### src/hw/rtl/xtc_pkg.sv
// shared widths, constants and register codes for the xyz to cmyk pixel unit
`timescale 1ns / 1ps
package xtc_pkg;

    localparam int COMP_W     = 24;
    localparam int WHITE_W    = 23;
    localparam int NORM_W     = 18;
    localparam int CHAN_W     = 19;
    localparam int INK_W      = 8;
    localparam int DIFF_W     = 18;
    localparam int INK_NUM_W  = DIFF_W + INK_W;
    localparam int IK_W       = 17;
    localparam int ADDR_W     = 4;
    localparam int DATA_W     = 32;

    localparam int STEPS_PER_STAGE = 2;
    localparam int NORM_STAGES     = NORM_W / STEPS_PER_STAGE;
    localparam int INK_STAGES      = INK_W / STEPS_PER_STAGE;

    // latency: norm divider, four arithmetic stages, ink divider, output register
    localparam int NORM_LAT  = NORM_STAGES + 3;
    localparam int INK_LAT   = INK_STAGES + 2;
    localparam int PIPE_LAT  = NORM_LAT + 4 + INK_LAT + 1;
    localparam int SIDE_LAT  = INK_LAT + 1;

    localparam logic [WHITE_W-1:0] WHITE_X_RST = 23'd389313;
    localparam logic [WHITE_W-1:0] WHITE_Y_RST = 23'd409600;
    localparam logic [WHITE_W-1:0] WHITE_Z_RST = 23'd445985;

    localparam logic signed [CHAN_W-1:0] ONE_Q16  = 19'sd65536;
    localparam logic [NORM_W-1:0]        NORM_MAX = 18'h1FFFF;
    localparam logic [NORM_W-1:0]        NORM_MIN = 18'h20000;
    localparam logic [INK_W-1:0]         INK_FULL = 8'd255;

    typedef enum logic [1:0] {
        REG_WHITE_X = 2'd0,
        REG_WHITE_Y = 2'd1,
        REG_WHITE_Z = 2'd2
    } reg_idx_t;

endpackage

### src/hw/rtl/xtc_norm_div.sv
// pipelined signed division of one xyz component by its white point, saturated to q2.16
`timescale 1ns / 1ps
module xtc_norm_div (
    input  logic                              clk,
    input  logic signed [xtc_pkg::COMP_W-1:0] comp,
    input  logic [xtc_pkg::WHITE_W-1:0]       white,
    output logic signed [xtc_pkg::NORM_W-1:0] norm
);
    import xtc_pkg::*;

    logic [WHITE_W-1:0] w_eff;
    logic [COMP_W-1:0]  comp_u;
    logic [COMP_W-1:0]  mag_reg;
    logic               sign_reg;

    logic [WHITE_W-1:0] rem_reg  [0:NORM_STAGES];
    logic [NORM_W-1:0]  quo_reg  [0:NORM_STAGES];
    logic [NORM_W-1:0]  tail_reg [0:NORM_STAGES];
    logic               neg_reg  [0:NORM_STAGES];
    logic               ovf_reg  [0:NORM_STAGES];

    logic [WHITE_W-1:0] rem_next  [1:NORM_STAGES];
    logic [NORM_W-1:0]  quo_next  [1:NORM_STAGES];
    logic [NORM_W-1:0]  tail_next [1:NORM_STAGES];

    logic [WHITE_W:0]   head;
    logic               ovf0;
    logic [NORM_W-1:0]  mag_out;
    logic [NORM_W-1:0]  norm_next;
    logic [NORM_W-1:0]  norm_reg;

    // a zero white point acts as one lsb
    assign w_eff  = (white == '0) ? WHITE_W'(1) : white;
    assign comp_u = comp;

    always_ff @(posedge clk)
    begin
        mag_reg  <= comp_u[COMP_W-1] ? (~comp_u + COMP_W'(1)) : comp_u;
        sign_reg <= comp_u[COMP_W-1];
    end

    // quotient above 18 bits only ever saturates
    assign head = {2'b00, mag_reg[COMP_W-1:2]};
    assign ovf0 = (head >= {1'b0, w_eff});

    always_ff @(posedge clk)
    begin
        rem_reg[0]  <= ovf0 ? '0 : head[WHITE_W-1:0];
        quo_reg[0]  <= '0;
        tail_reg[0] <= {mag_reg[1:0], 16'h0000};
        neg_reg[0]  <= sign_reg;
        ovf_reg[0]  <= ovf0;
    end

    for (genvar j = 1; j <= NORM_STAGES; j++)
    begin : g_step
        always_comb
        begin
            logic [WHITE_W-1:0] r;
            logic [NORM_W-1:0]  q;
            logic [NORM_W-1:0]  d;
            logic [WHITE_W:0]   t;
            r = rem_reg[j-1];
            q = quo_reg[j-1];
            d = tail_reg[j-1];
            for (int s = 0; s < STEPS_PER_STAGE; s++)
            begin
                t = {r, d[NORM_W-1]};
                d = {d[NORM_W-2:0], 1'b0};
                if (t >= {1'b0, w_eff})
                begin
                    t = t - {1'b0, w_eff};
                    q = {q[NORM_W-2:0], 1'b1};
                end
                else
                begin
                    q = {q[NORM_W-2:0], 1'b0};
                end
                r = t[WHITE_W-1:0];
            end
            rem_next[j]  = r;
            quo_next[j]  = q;
            tail_next[j] = d;
        end

        always_ff @(posedge clk)
        begin
            rem_reg[j]  <= rem_next[j];
            quo_reg[j]  <= quo_next[j];
            tail_reg[j] <= tail_next[j];
            neg_reg[j]  <= neg_reg[j-1];
            ovf_reg[j]  <= ovf_reg[j-1];
        end
    end

    // saturate to -2.0 .. 2.0 - lsb and apply sign
    always_comb
    begin
        mag_out = ovf_reg[NORM_STAGES] ? '1 : quo_reg[NORM_STAGES];
        if (neg_reg[NORM_STAGES])
            norm_next = (mag_out > NORM_MIN) ? NORM_MIN : (~mag_out + NORM_W'(1));
        else
            norm_next = (mag_out > NORM_MAX) ? NORM_MAX : mag_out;
    end

    always_ff @(posedge clk)
    begin
        norm_reg <= norm_next;
    end

    assign norm = norm_reg;

endmodule

### config.mk
export PLATFORM = sky130hd
export DESIGN_NAME = xtc_norm_div
export DESIGN_NICKNAME = d
export VERILOG_FILES = /design/src/hw/rtl/xtc_pkg.sv /design/src/hw/rtl/xtc_norm_div.sv
export SDC_FILE = /design/constraint.sdc
export NUM_CORES = 2
export LEC_CHECK = 0
export ABC_AREA = 1
export BUFFER_PORTS_ARGS = -buffer_cell sky130_fd_sc_hd__buf_2
export CORE_ASPECT_RATIO = 0.6
export CORE_MARGIN = 2
export CORE_UTILIZATION = 45
export CTS_CLUSTER_DIAMETER = 100
export CTS_CLUSTER_SIZE = 40
export DETAILED_ROUTE_END_ITERATION = 8
export PLACE_DENSITY_LB_ADDON = 0.25
export SETUP_SLACK_MARGIN = 0.15
export SLEW_MARGIN = 30
export SYNTH_ARGS = -nofsm -noshare
export SYNTH_HDL_FRONTEND = slang
export SYNTH_SLANG_ARGS = --single-unit
### constraint.sdc
create_clock -name clk -period 7.2 [get_ports clk]
set_clock_uncertainty 0.2 [all_clocks]
set_input_delay 1.44 -clock clk [delete_from_list [all_inputs] [get_ports clk]]
set_output_delay 1.44 -clock clk [all_outputs]
set_load 0.01 [all_outputs]
==> impl_metrics.yaml <==
synth:
  synth_top_area_share_pct: 19.8
  ys_async_sr_fraction_pct: 0
  ys_ff_latch: 361
  synth_area_um2: 36500
  synth_edf_count: 0
  ys_seq_area_share_pct: 19.8
  synth_area_leader_cell: "dfxtp_1"
  syn-instance-count: 5782
  yosys_most_used_dff: "dfxtp_1"
  synth.distinct_cells: 58
  ys_top_cells_by_area: "dfxtp_1, nand2_1, ha_1, a21oi_1, inv_1"
  syn_area_per_cell_um2: 6.31
  synth_nets: 6270
  ys_warn_count: 0
critical_path:
  cp.required_ns: 7.56
  path_common_cell: "nand2_1"
  reg2reg_depth: 26
  slowest_stage: "a21oi_1"
  path_class: "input pin to flop"
  slowest_delay_ns: 0.65
  worstPathMaxFanout: 14
  crit_path_end_kind: "flop"
  rrSetupSlack_ns: 2.00
  timing.rr.start: "rem_reg[0][1]$_SDFF_PP0_"
  reg2reg_to: "rem_reg[1][0]$_DFF_P_"
  cp-start-kind: "input pin"
  cp.arrival_ns: 6.65
cts:
  cts_hold_buf: 0
  post_cts_resized: 0
  clock_path_buffers: 3
  h-tree-depth: 1
  cts_setup_buffers: 0
  root_buffer: "clkbuf_16"
  cts_buffers: 16
  clk_latency_ns: 0.62
  cts_num_sinks: 361
  path_clk_slew_ns: 0.13
  cts_tree: "done"
hold_path:
  holdPathEnd: "quo_reg[9][6]$_DFF_P_"
  hold_class: "flop to flop"
  min_from: "quo_reg[8][4]$_DFF_P_"
  hold_depth: 0
drt:
  dr.pass1.iters: 6
  drt-total-wl_um: 141000
  ant_nets: 0
  drtIter0Drc: 4570
  vias: 39600
  viasPerCell: 5.70
  drcViolationCount: 0
  wl_per_cell_um: 20.3
die:
  start_util_pct: 45.7
  die_y_um: 225
  dieArea_um2: 83400
  rows: 80
  top_level_ports: 66
  coreArea_um2: 79900
  fp.dieW_um: 372
cells_and_area:
  largest_reg_flops: 206
  drive_gt1_share_pct: 5.61
  fill_cells: 8311
  fin_cells: 6947
  fin_nets: 6360
  synthToLayoutAreaGrowth_pct: 6.72
timing:
  setup_violations: 0
  min_period_over_period_pct: 87.4
  hold_viol_final: 0
  fin_crit_ns: 6.29
  tightest_slew_ns: 1.02
  maxSlewViolCount: 0
  tns_ns: 0
  slew_headroom_pct: 31.6
  fin_ws_ns: 0.910
  rsz0062_at_grt: "no"
  max_freq_mhz: 159
placed_design:
  gp_congestion: 1.05
  place_hpwl_um: 114000
  post-place-cells: 6920
  port_buffers: 65
  pre_cts_ws_ns: 0.429
run_status:
  run_status: "finished clean"
global_route:
  grt_pass1_vias: 34700
  grt_pass1_wl_um: 211000
  grtUsageTotal_pct: 33.1
  grt_start_max_net_pins: 41
  overflow: 0
  antenna_found_initial: 4
flow_run:
  max_cap_violations: 0
## per-stage QoR
step	utilization (%)	area, um^2	hold slack, ns
floorplan	-	36500	0.110
global placement	48.0	38400	0.111
detailed placement	48.0	38400	0.112
CTS	48.7	38900	0.101
global route	48.7	38900	0.120
finish	48.7	38900	0.109
## placed cells by master (no fill, tap or decap), types with 12 or more instances in the layout
master     netlist  layout
a21o_1          33      33
a21oi_1        512     512
a31oi_1         47      47
buf_2           36      65
buf_4           12      96
clkbuf_16        0      17
dfxtp_1        361     361
ha_1           430     430
inv_1          600     599
nand2_1       1627    1626
nand2_2         30      31
nand2_4         17      17
nand3_1        363     363
nand3_2         12      12
nand3b_1        30      30
nand4_1         65      65
nor2_1         596     596
nor3_1          64      64
nor4_1          37      37
o21a_1          19      19
o21ai_0        341     341
o21ai_1         25      25
o21ai_2         15      15
o21bai_1        39      39
or2_2           33      33
xnor2_1        116     116
xor2_1         176     176
## routing by layer
metal | GRT usage [%] | up-vias | routed length [um]
met5 | 1.81 | - | 202
met4 | 6.74 | 4 | 3350
met3 | 13.5 | 178 | 21600
met2 | 41.0 | 2130 | 48400
met1 | 51.1 | 17900 | 67500
li1 | - | 19300 | -
## worst max-delay path by stage
stage	from	to	slack, ns	depth (start not counted)
floorplan	white[1]	rem_reg[1][8]$_DFF_P_	0.89	31
global placement	white[1]	rem_reg[4][0]$_SDFF_PN0_	0.47	27
CTS	white[1]	rem_reg[8][21]$_DFF_P_	1.10	29
global route	white[17]	rem_reg[8][16]$_DFF_P_	0.54	29
finish	white[1]	rem_reg[7][15]$_DFF_P_	0.91	25
detailed placement	white[1]	rem_reg[8][21]$_DFF_P_	0.43	29
## cell type report
class / instances / area [um^2] / share of cell area [%]
multi-input cells: 4720 / 26400 / 67.8
flip-flops and latches: 361 / 7230 / 18.6
inverters: 608 / 2280 / 5.87
well taps: 1066 / 1330 / 3.43
repair buffers: 165 / 1130 / 2.89
clock buffers: 18 / 429 / 1.10
clock inverters: 8 / 145 / 0.373
diodes: 1 / 2.50 / 0.00643
## cell families after synthesis
family | after synthesis | share of synthesized area, %
simple gates | 2902 | 33.7
buf+inv | 701 | 7.88
flops | 361 | 19.8
compound gates | 1086 | 16.3
fa+ha+maj | 440 | 15.3
xor+xnor | 292 | 7.01
## Yosys cell counts, drive strengths merged (37+ instances only)
master     n
a21oi    516
buf       69
nand3    378
xnor2    116
o21ai    381
a31oi     47
nor4      37
nand2   1674
o21bai    40
nor3      65
inv      607
nor2     608
dfxtp    361
nand4     66
ha       430
xor2     176
## worst max-delay path: cells and delay by family
family	cells	cell delay [ns]
adder cells (fa/ha/maj)	2	0.84
AO/OA/AOI/OAI	3	1.00
buffers and inverters	7	1.55
AND/OR/NAND/NOR	13	1.81
Power is not shown: default switching activity piles up to over one toggle a cycle in this logic, so the estimate is an artifact.
