<file path="config.mk">
export PLATFORM = sky130hd
export DESIGN_NAME = xtc_ink_div
export DESIGN_NICKNAME = d
export VERILOG_FILES = /design/src/hw/rtl/xtc_pkg.sv /design/src/hw/rtl/xtc_ink_div.sv
export SDC_FILE = /design/constraint.sdc
export NUM_CORES = 1
export LEC_CHECK = 0
export BUFFER_PORTS_ARGS = -buffer_cell sky130_fd_sc_hd__buf_2
export CORE_AREA = 2 2 161 132
export DETAILED_ROUTE_END_ITERATION = 8
export DIE_AREA = 0 0 163 134
export PLACE_DENSITY_LB_ADDON = 0.3
export SLEW_MARGIN = 20
export SYNTH_ARGS = -nofsm -noshare
export SYNTH_HDL_FRONTEND = slang
export SYNTH_SLANG_ARGS = --single-unit
</file>
<file path="constraint.sdc">
create_clock -name clk -period 6.3 [get_ports clk]
set_input_delay 1.26 -clock clk [delete_from_list [all_inputs] [get_ports clk]]
set_output_delay 1.26 -clock clk [all_outputs]
set_load 0.05 [all_outputs]
</file>
<file path="src/hw/rtl/xtc_pkg.sv">
// shared widths, constants and register codes for the xyz to cmyk pixel unit
`timescale 1ns / 1ps
package xtc_pkg;

    localparam int COMP_W     = 24;
    localparam int WHITE_W    = 23;
    localparam int NORM_W     = 18;
    localparam int CHAN_W     = 19;
    localparam int INK_W      = 8;
    localparam int DIFF_W     = 18;
    localparam int INK_NUM_W  = DIFF_W + INK_W;
    localparam int IK_W       = 17;
    localparam int ADDR_W     = 4;
    localparam int DATA_W     = 32;

    localparam int STEPS_PER_STAGE = 2;
    localparam int NORM_STAGES     = NORM_W / STEPS_PER_STAGE;
    localparam int INK_STAGES      = INK_W / STEPS_PER_STAGE;

    // latency: norm divider, four arithmetic stages, ink divider, output register
    localparam int NORM_LAT  = NORM_STAGES + 3;
    localparam int INK_LAT   = INK_STAGES + 2;
    localparam int PIPE_LAT  = NORM_LAT + 4 + INK_LAT + 1;
    localparam int SIDE_LAT  = INK_LAT + 1;

    localparam logic [WHITE_W-1:0] WHITE_X_RST = 23'd389313;
    localparam logic [WHITE_W-1:0] WHITE_Y_RST = 23'd409600;
    localparam logic [WHITE_W-1:0] WHITE_Z_RST = 23'd445985;

    localparam logic signed [CHAN_W-1:0] ONE_Q16  = 19'sd65536;
    localparam logic [NORM_W-1:0]        NORM_MAX = 18'h1FFFF;
    localparam logic [NORM_W-1:0]        NORM_MIN = 18'h20000;
    localparam logic [INK_W-1:0]         INK_FULL = 8'd255;

    typedef enum logic [1:0] {
        REG_WHITE_X = 2'd0,
        REG_WHITE_Y = 2'd1,
        REG_WHITE_Z = 2'd2
    } reg_idx_t;

endpackage

</file>
<file path="src/hw/rtl/xtc_ink_div.sv">
// pipelined unsigned division for one chromatic ink, clipped to 255
`timescale 1ns / 1ps
module xtc_ink_div (
    input  logic                           clk,
    input  logic [xtc_pkg::INK_NUM_W-1:0]  num,
    input  logic [xtc_pkg::IK_W-1:0]       den,
    output logic [xtc_pkg::INK_W-1:0]      ink
);
    import xtc_pkg::*;

    logic [IK_W-1:0]  rem_reg  [0:INK_STAGES];
    logic [INK_W-1:0] quo_reg  [0:INK_STAGES];
    logic [INK_W-1:0] tail_reg [0:INK_STAGES];
    logic [IK_W-1:0]  den_reg  [0:INK_STAGES];
    logic             ovf_reg  [0:INK_STAGES];

    logic [IK_W-1:0]  rem_next  [1:INK_STAGES];
    logic [INK_W-1:0] quo_next  [1:INK_STAGES];
    logic [INK_W-1:0] tail_next [1:INK_STAGES];

    logic [DIFF_W-1:0] head;
    logic              ovf0;
    logic [INK_W-1:0]  ink_reg;

    assign head = num[INK_NUM_W-1:INK_W];
    assign ovf0 = (head >= {1'b0, den});

    always_ff @(posedge clk)
    begin
        rem_reg[0]  <= ovf0 ? '0 : head[IK_W-1:0];
        quo_reg[0]  <= '0;
        tail_reg[0] <= num[INK_W-1:0];
        den_reg[0]  <= den;
        ovf_reg[0]  <= ovf0;
    end

    for (genvar j = 1; j <= INK_STAGES; j++)
    begin : g_step
        always_comb
        begin
            logic [IK_W-1:0]  r;
            logic [INK_W-1:0] q;
            logic [INK_W-1:0] d;
            logic [IK_W:0]    t;
            r = rem_reg[j-1];
            q = quo_reg[j-1];
            d = tail_reg[j-1];
            for (int s = 0; s < STEPS_PER_STAGE; s++)
            begin
                t = {r, d[INK_W-1]};
                d = {d[INK_W-2:0], 1'b0};
                if (t >= {1'b0, den_reg[j-1]})
                begin
                    t = t - {1'b0, den_reg[j-1]};
                    q = {q[INK_W-2:0], 1'b1};
                end
                else
                begin
                    q = {q[INK_W-2:0], 1'b0};
                end
                r = t[IK_W-1:0];
            end
            rem_next[j]  = r;
            quo_next[j]  = q;
            tail_next[j] = d;
        end

        always_ff @(posedge clk)
        begin
            rem_reg[j]  <= rem_next[j];
            quo_reg[j]  <= quo_next[j];
            tail_reg[j] <= tail_next[j];
            den_reg[j]  <= den_reg[j-1];
            ovf_reg[j]  <= ovf_reg[j-1];
        end
    end

    always_ff @(posedge clk)
    begin
        ink_reg <= ovf_reg[INK_STAGES] ? INK_FULL : quo_reg[INK_STAGES];
    end

    assign ink = ink_reg;

endmodule

</file>
==> results.yml, run 1 <==
synth:
  synth.avg_cell_area_um2: 8.94
  synth_largest_area_cell: "dfxtp_1"
  ys_types: 77
  yosys_register_bits: 189
  ys_async_sr_fraction_pct: 0
  synth_area_leaders: "dfxtp_1 32%, ha_1 16%, mux2_2 5.2%"
  synth_warnings: 0
  synth_area_um2: 11900
  synth_nets: 1537
  ys.flop_type: "dfxtp_1"
  synth_edf_count: 0
  synth_most_common_cell: "dfxtp_1"
  ys_top_cells_by_count: "189 x dfxtp_1, 153 x ha_1, 148 x inv_1"
  yosysSeqAreaShare_pct: 31.8
  syn_inst: 1333
  synth_top_area_share_pct: 31.8
clock_tree:
  cts_tree: "yes"
  root_buffer: "clkbuf_16"
  cts_buffers: 17
  htreeDepth: 4
  insertion_delay_ns: 0.43
  cts_max_path_buffers: 2
  cts_hold_buf: 0
  path_clk_slew_ns: 0.08
  cts.sinks: 189
  cts_resized: 0
  post_cts_buffers: 0
final_layout:
  post-route-util_pct: 64.5
  syn_to_final_growth_pct: 9.82
  fillers: 1687
  final_cell_area_um2: 13100
  layout-drive-gt1-share_pct: 13.5
  fin_cells: 1675
  insertedDiodeCount: 0
  nets: 1597
floorplan:
  core_area_um2: 20300
  ios: 52
  fp.dieW_um: 163
  die_y_um: 134
  fp-row-count: 47
  start_util_pct: 58.7
  dieArea_um2: 21800
place:
  io_buffers: 51
  post-place-ws_ns: 0.732
  dp_hpwl_mm: 21.0
  dpl_cell_area_um2: 12500
  gp_congestion: 0.945
  placed_cells: 1643
setup_path:
  crit_end: "rem_reg[0][58]"
  crit_path_max_fanout: 18
  r2r_start: "den_reg[0][34]"
  r2r_end: "rem_reg[0][58]"
  reg2reg_slack_ns: 0.52
  arrival_ns: 6.10
  reg2regPathDepth: 19
  cp-start-kind: "register"
  worstSetupPathType: "register to register"
  worstSetupStartpoint: "den_reg[0][34]"
  required_ns: 6.62
  end_kind: "register"
sta:
  finalCritPeriodShare_pct: 91.8
  skew_ns: 0.0119
  worst_slew_pin_slew_ns: 0.807
  finalCriticalPeriod_ns: 5.78
  rsz0062_at_grt: "false"
  max_freq_mhz: 173
  fin_ws_ns: 0.518
  slew_headroom_pct: 46.0
  hold_viol: 0
  fin_setup_tns_ns: 0
  slew_violations: 0
  setup_viol: 0
pwr:
  ir_drop_v: 0.000311
  p_leak_uw: 0.00607
  cellPowerDensity_nw_per_um2: 616
route:
  drc_errors: 0
  met1Wirelength_mm: 13.3
  ant_nets: 0
  num_vias: 9592
  initialDrtViolationCount: 808
  wl_met3_mm: 1.43
  wl_met2_mm: 11.5
  top_layer_used: "met4"
  first_pass_iters: 5
  viasPerCell: 5.73
  wl_per_cell_um: 15.9
  routed_wl_mm: 26.7
global_route:
  grt_pass1_vias: 9226
  grt_pass1_wl_mm: 43.8
  gr-total-overflow: 0
  antenna_found_initial: 0
  track_usage_pct: 24.9
  grt_max_degree: 30
outcome:
  status: "finished clean"
worst_hold_path:
  hold_class: "register to register"
flow_run:
  cap_viol_max_count: 0
==> per-layer routing <==
layer | vias to the layer above | global-route usage [%]
met4 | 0 | 7.28
li1 | 4872 | -
met5 | - | 0
met1 | 4416 | 35.0
met2 | 260 | 39.2
met3 | 44 | 4.42
==> where the power goes <==
group,switching (uW),leakage [uW],internal [uW]
combinational,2840,0.00421,2500
clock,488,0.000278,577
sequential,145,0.00159,1520
==> cells in the final DEF (no fill, tap or decap), types with 4 or more instances in the layout <==
cell	synthesis	final
xnor2_1	56	56
ha_1	153	153
dfxtp_1	189	189
mux2_4	9	9
nor2b_1	15	15
o21bai_1	9	9
a21o_1	32	32
nor3_1	18	17
nand2b_1	11	11
buf_4	1	9
or3_1	7	7
and2_1	5	5
inv_1	148	148
o211ai_1	6	6
or2_2	14	14
mux2_2	55	55
nand4_1	11	11
nand3_1	16	16
o21ai_0	94	94
nor4_1	5	5
buf_2	2	51
nand2_1	92	92
xor2_1	26	26
nor2_1	80	80
a2111oi_0	4	4
a31oi_1	12	12
o21a_1	23	23
a21oi_1	85	85
and3_1	8	8
clkbuf_16	0	17
mux2i_1	8	8
fa_1	7	7
a211oi_1	34	34
o31ai_1	15	15
a211o_1	5	5
==> stage by stage <==
step | hold WS (ns) | power (uW)
floorplan | 0.310 | 5920
global placement | 0.310 | 6740
detailed placement | 0.312 | 6890
CTS | 0.326 | 8040
global route | 0.334 | 8780
finish | 0.324 | 8070
==> worst max-delay path, cell delays in order, from the launching register on <==
cell	delay, ns
dfxtp_1	0.36
ha_1	0.18
inv_1	0.05
fa_1	0.42
a211oi_1	0.41
o21ai_0	0.27
a21boi_2	0.32
o2111ai_1	0.17
nand2_1	0.33
o21ai_0	0.25
fa_1	0.49
a21o_1	0.23
a221oi_2	0.38
o2bb2ai_2	0.23
o221ai_2	0.20
a31oi_2	0.28
a21boi_1	0.13
a311oi_4	0.27
buf_4	0.31
mux2_2	0.38
==> kinds of logic (layout without fill, tap and decap cells) <==
kind of cell / after synthesis / in the layout / synth area share, %
xor gates and xnor gates: 82 / 82 / 6.03
muxes: 72 / 72 / 7.00
AOI/OAI and AO/OA: 371 / 371 / 21.0
DFF: 189 / 189 / 31.8
buffers and inverters: 167 / 240 / 5.44
and+or+nand+nor: 292 / 292 / 11.6
adders and majority gates: 160 / 160 / 17.2
==> layout make-up <==
class,instances,area (um2),area share (%)
Multi-Input combinational cell,977,7500,57.3
Sequential cell,189,3780,28.9
Inverter,148,556,4.25
Clock buffer,20,457,3.49
Tap cell,269,337,2.57
Timing Repair Buffer,60,323,2.47
Clock inverter,12,128,0.975
==> how the worst min path moves through the flow <==
stage	start	end	slack, ns	cells past startpoint
after floorplan	ovf_reg[0]	ovf_reg[1]	0.31	0
after global placement	tail_reg[0][11]	tail_reg[0][21]	0.31	0
after detailed placement	quo_reg[3][1]	quo_reg[4][3]	0.31	0
after CTS	tail_reg[0][1]	tail_reg[0][11]	0.33	0
after global routing	tail_reg[0][21]	tail_reg[0][31]	0.33	0
final	tail_reg[0][1]	tail_reg[0][11]	0.32	0
Note: power is estimated with default switching activity, not from simulation.
==> run 2: changes to the inputs <==
--- a/config.mk
+++ b/config.mk
@@ -6,9 +6,9 @@
 export NUM_CORES = 1
 export LEC_CHECK = 0
 export BUFFER_PORTS_ARGS = -buffer_cell sky130_fd_sc_hd__buf_2
-export CORE_AREA = 2 2 161 132
+export CORE_AREA = 2 2 144 146
 export DETAILED_ROUTE_END_ITERATION = 8
-export DIE_AREA = 0 0 163 134
+export DIE_AREA = 0 0 146 148
 export PLACE_DENSITY_LB_ADDON = 0.3
 export SLEW_MARGIN = 20
 export SYNTH_ARGS = -nofsm -noshare
==> run 2 against run 1 <==
Compared with the run above: sequential power hardly changed; die area down 1.1%; sequential cell count unchanged; routed wire length fell by 7.8%; maximum frequency shrank 0.29%; non-clock buffer count is the same; clock power about the same; via count decreased by 1.0%; combinational power barely moved; core utilization rose by 0.86 points; clock skew is 0.00069 ns higher; first-iteration DRC count shrank 40%; critical path type unchanged; highest routed layer unchanged.
==> results.yml, run 2 (synthesis results as in run 1) <==
flow_run:
  cap_viol_max_count: 0
clock_tree:
  path_clk_slew_ns: 0.07
  cts_hold_buf: 0
  post_cts_buffers: 0
  htreeDepth: 4
  insertion_delay_ns: 0.44
  cts_tree: "yes"
  root_buffer: "clkbuf_16"
  cts_buffers: 17
  cts_max_path_buffers: 2
  cts.sinks: 189
pwr:
  ir_drop_v: 0.000268
  power_frac_comb_pct: 66.3
  switching_share_pct: 42.7
  pwr-share-seq_pct: 20.6
  p_leak_uw: 0.00608
  p_clk_share_pct: 13.0
  cellInternalPower_uw: 4590
  p_switching_uw: 3420
  cellPowerDensity_nw_per_um2: 612
worst_hold_path:
  hold_class: "register to register"
  hold_path_end: "quo_reg[4][5]"
  min_from: "quo_reg[3][3]"
  hold_depth: 0
sta:
  slew_headroom_pct: 30.9
  slew_violations: 0
  skew_ns: 0.0125
  max_freq_mhz: 172
  hold_viol: 0
  finalCriticalPeriod_ns: 5.80
  worst_slew_pin_slew_ns: 1.03
  finalCritPeriodShare_pct: 92.0
  holdWs_ns: 0.326
  setup_viol: 0
  rsz0062_at_grt: "false"
  fin_setup_tns_ns: 0
  fin_ws_ns: 0.502
route:
  num_vias: 9494
  initialDrtViolationCount: 483
  drc_errors: 0
  routed_wl_mm: 24.6
  ant_nets: 0
  wl_met3_um: 712
  first_pass_iters: 5
  met1Wirelength_mm: 10.8
  viasPerCell: 5.66
  wl_met2_mm: 12.2
  wl_per_cell_um: 14.7
  top_layer_used: "met4"
setup_path:
  reg2reg_slack_ns: 0.50
  arrival_ns: 6.11
  worstSetupPathType: "register to register"
  required_ns: 6.62
  cp-start-kind: "register"
  crit_path_max_fanout: 20
  end_kind: "register"
  reg2regPathDepth: 20
  r2r_end: "rem_reg[0][39]"
  r2r_start: "den_reg[0][17]"
global_route:
  track_usage_pct: 23.6
  grt_pass1_wl_mm: 42.3
  gr-total-overflow: 0
  grt_max_degree: 28
  antenna_found_initial: 0
  grt_pass1_vias: 9593
place:
  dp_hpwl_mm: 19.8
  io_buffers: 51
  gp_congestion: 0.880
  post-place-ws_ns: 0.410
floorplan:
  start_util_pct: 59.5
  fp.dieW_um: 146
  die_y_um: 148
  dieArea_um2: 21600
  ios: 52
  fp-row-count: 52
  core_area_um2: 20000
outcome:
  status: "finished clean"
final_layout:
  nets: 1597
  final_cell_mix: "189 x dfxtp_1, 153 x ha_1, 148 x inv_1"
  insertedDiodeCount: 0
  mostFrequentLayoutCell: "dfxtp_1"
  syn_to_final_growth_pct: 9.92
  layout-drive-gt1-share_pct: 13.7
-- run 2: worst max-delay path by stage --
stage | from | depth (start not counted) | endpoint | slack (ns)
finish | den_reg[0][17] | 20 | rem_reg[0][39] | 0.50
global route | den_reg[0][17] | 20 | rem_reg[0][41] | 0.1
CTS | den_reg[0][17] | 20 | rem_reg[0][39] | 0.34
detailed placement | den_reg[0][17] | 20 | rem_reg[0][36] | 0.41
global placement | den_reg[0][17] | 20 | rem_reg[0][36] | 0.41
floorplan | den_reg[0][34] | 20 | rem_reg[0][59] | 1.15
-- run 2: layout make-up --
cell class / instances / area, um2
Multi-Input combinational cell: 977 / 7510
Tap cell: 270 / 338
Clock buffer: 18 / 439
Timing Repair Buffer: 60 / 327
Fill cell: 1716 / 6940
Sequential cell: 189 / 3780
Clock inverter: 14 / 148
Inverter: 148 / 556
-- run 2: metal layers --
metal,up-vias,track usage (%)
met5,-,0
met4,0,10.0
met3,58,3.55
met2,201,43.6
met1,4373,27.1
li1,4862,-
-- run 2: stage by stage --
step	cell area, um2	util, %	total power, uW	cells
2_1_floorplan	11900	-	5920	1333
3_3_place_gp	12500	62.3	6720	1643
3_5_place_dp	12500	62.3	6880	1643
4_1_cts	13100	65.2	7980	1675
5_1_grt	13100	65.4	8740	1676
6_report	13100	65.4	8010	1676
-- run 2: timing repair --
action	in CTS	in global routing
resized for setup	0	1
hold endpoints to repair	0	0
endpoints found under the setup margin	0	15
-- run 2: power by group through the flow --
stage,combinational (uW),sequential [uW],clock (uW)
CTS,5270,1650,1070
global route,5940,1680,1120
detailed placement,5200,1680,0
global placement,5050,1670,0
finish,5310,1650,1040
floorplan,4260,1660,0
-- run 2: worst max-delay path, stage by stage (launching register included) --
cell and delay (ns):
dfxtp_1 0.39, ha_1 0.19, inv_1 0.05, fa_1 0.42
a211oi_1 0.31, o21a_1 0.24, o21ai_0 0.14, a21bo_2 0.26
a211oi_4 0.42, buf_4 0.30, mux2_2 0.37, ha_1 0.33
nand2_1 0.11, nor2_1 0.05, a211oi_1 0.40, o21ai_0 0.39
o21ai_0 0.29, nand2_1 0.13, a221oi_4 0.20, buf_4 0.30
mux2_2 0.37
==> run 3: changes to the inputs <==
--- a/config.mk
+++ b/config.mk
@@ -9,7 +9,7 @@
 export CORE_AREA = 2 2 144 146
 export DETAILED_ROUTE_END_ITERATION = 8
 export DIE_AREA = 0 0 146 148
-export PLACE_DENSITY_LB_ADDON = 0.3
+export PLACE_DENSITY = 0.77
 export SLEW_MARGIN = 20
 export SYNTH_ARGS = -nofsm -noshare
 export SYNTH_HDL_FRONTEND = slang
==> run 3 against run 2 <==
Compared with the run above: critical path depth stayed put; global-route usage is 0.56 points lower; total power is 0.89% lower; maximum frequency is 0.38% lower; register-to-register slack worse by 0.02 ns; sequential power hardly changed; worst setup slack worse by 0.022 ns; core utilization is 0.18 points lower; routed wire length is 2.4% lower; clock skew is 0.0033 ns lower; combinational power hardly changed; highest routed layer unchanged.
==> results.yml, run 3 (synthesis results as in run 1) <==
outcome:
  status: "finished clean"
route:
  viasPerCell: 5.62
  wl_per_cell_um: 14.3
  routed_wl_mm: 24.0
  first_pass_iters: 5
  num_vias: 9418
  ant_nets: 0
  drc_errors: 0
  initialDrtViolationCount: 547
final_layout:
  insertedDiodeCount: 0
  fillers: 1700
  mostFrequentLayoutCell: "dfxtp_1"
  syn_to_final_growth_pct: 9.62
  layout-drive-gt1-share_pct: 13.5
  nets: 1596
  post-route-util_pct: 65.2
  final_cell_mix: "189 x dfxtp_1, 153 x ha_1, 148 x inv_1"
clock_tree:
  cts.sinks: 189
  cts_buffers: 17
  post_cts_buffers: 0
  htreeDepth: 4
  cts_max_path_buffers: 2
  cts_resized: 0
  cts_hold_buf: 0
  root_buffer: "clkbuf_16"
  cts_tree: "yes"
  path_clk_slew_ns: 0.06
  insertion_delay_ns: 0.43
global_route:
  grtUsageMet3_pct: 3.46
  grt-busiest-layer: "met2"
  use_met2_pct: 42.6
  track_usage_pct: 23.0
  grt_max_degree: 28
  antenna_found_initial: 0
  gr-total-overflow: 0
  use_met1_pct: 26.7
  grt_pass1_wl_mm: 41.3
  grt_pass1_vias: 9305
sta:
  finalCriticalPeriod_ns: 5.82
  rsz0062_at_grt: "false"
  worst_slew_pin_slew_ns: 1.03
  fin_setup_tns_ns: 0
  slew_violations: 0
  hold_viol: 0
  slew_headroom_pct: 31.0
  max_freq_mhz: 172
  setup_viol: 0
  skew_ns: 0.00923
  finalCritPeriodShare_pct: 92.4
pwr:
  p_clk_share_pct: 12.6
  p_leak_uw: 0.00606
  cellInternalPower_uw: 4540
  cellPowerDensity_nw_per_um2: 608
  pwr-share-seq_pct: 20.8
  ir_drop_v: 0.000297
  switching_share_pct: 42.7
  power_frac_comb_pct: 66.6
  p_switching_uw: 3390
setup_path:
  worstSetupStartpoint: "den_reg[0][17]"
  arrival_ns: 6.13
  worstSetupPathType: "register to register"
  reg2reg_slack_ns: 0.48
  cp-start-kind: "register"
  end_kind: "register"
  crit_path_max_fanout: 20
  required_ns: 6.61
  r2r_start: "den_reg[0][17]"
floorplan:
  fp.dieW_um: 146
  fp-row-count: 52
  die_y_um: 148
  start_util_pct: 59.5
  core_area_um2: 20000
  dieArea_um2: 21600
  ios: 52
worst_hold_path:
  hold_class: "register to register"
  min_from: "tail_reg[0][5]"
place:
  dp_hpwl_mm: 19.7
  io_buffers: 51
  gp_congestion: 0.893
flow_run:
  cap_viol_max_count: 0
run 3: cell count changes in the layout (fill, tap and decap cells not counted), sizes merged:
cell,change
inv,+1
clkinv,-1
clkbuf,+1
buf,-1
bufinv,-1
run 3: layout make-up:
class                           instances  area, um2  share of cell area, %
Clock buffer                           19        443                   3.39
Multi-Input combinational cell        977       7510                   57.5
Timing Repair Buffer                   59        315                   2.41
Sequential cell                       189       3780                   29.0
Tap cell                              270        338                   2.59
Inverter                              148        556                   4.25
Clock inverter                         13        119                  0.910
run 3: stage by stage:
step	hold slack, ns	instances	total power [uW]	instance area (um2)	worst slack [ns]
3_5_place_dp	0.312	1643	6870	12500	0.395
4_1_cts	0.328	1675	7930	13100	0.343
2_1_floorplan	0.310	1333	5920	11900	1.15
6_report	0.326	1675	7940	13100	0.480
5_1_grt	0.333	1675	8680	13100	0.108
3_3_place_gp	0.311	1643	6720	12500	0.370
run 3: path summary, 6_finish.rpt:
check / to / cells past startpoint
worst max-delay path: rem_reg[0][39] / 20
worst min-delay path: tail_reg[0][15] / 0
worst min register to register: tail_reg[0][15] / 0
worst max register to register: rem_reg[0][39] / 20
run 3: per-layer routing:
layer	share of wire [%]	wire (um)	vias to the layer above
met3	3.0	732	45
met1	44	10600	4296
met5	0	0	-
met4	3.3	787	0
met2	49	11900	212
li1	-	-	4865
run 3: power by group through the flow:
stage | Clock (uW) | Sequential [uW] | Combinational (uW)
after floorplan | 0 | 1660 | 4260
after global placement | 0 | 1670 | 5050
after detailed placement | 0 | 1680 | 5190
after CTS | 1030 | 1650 | 5250
after global routing | 1080 | 1680 | 5920
final | 1000 | 1650 | 5280
run 3: worst max-delay path: stages, from the launching register on:
cell and delay (ns):
dfxtp_1 0.40, ha_1 0.20, inv_1 0.06, fa_1 0.41
a211oi_1 0.31, o21a_1 0.23, o21ai_0 0.14, a21bo_2 0.26
a211oi_4 0.42, buf_4 0.31, mux2_2 0.37, ha_1 0.32
nand2_1 0.10, nor2_1 0.05, a211oi_1 0.42, o21ai_0 0.40
o21ai_0 0.29, nand2_1 0.13, a221oi_4 0.19, buf_4 0.30
mux2_2 0.38
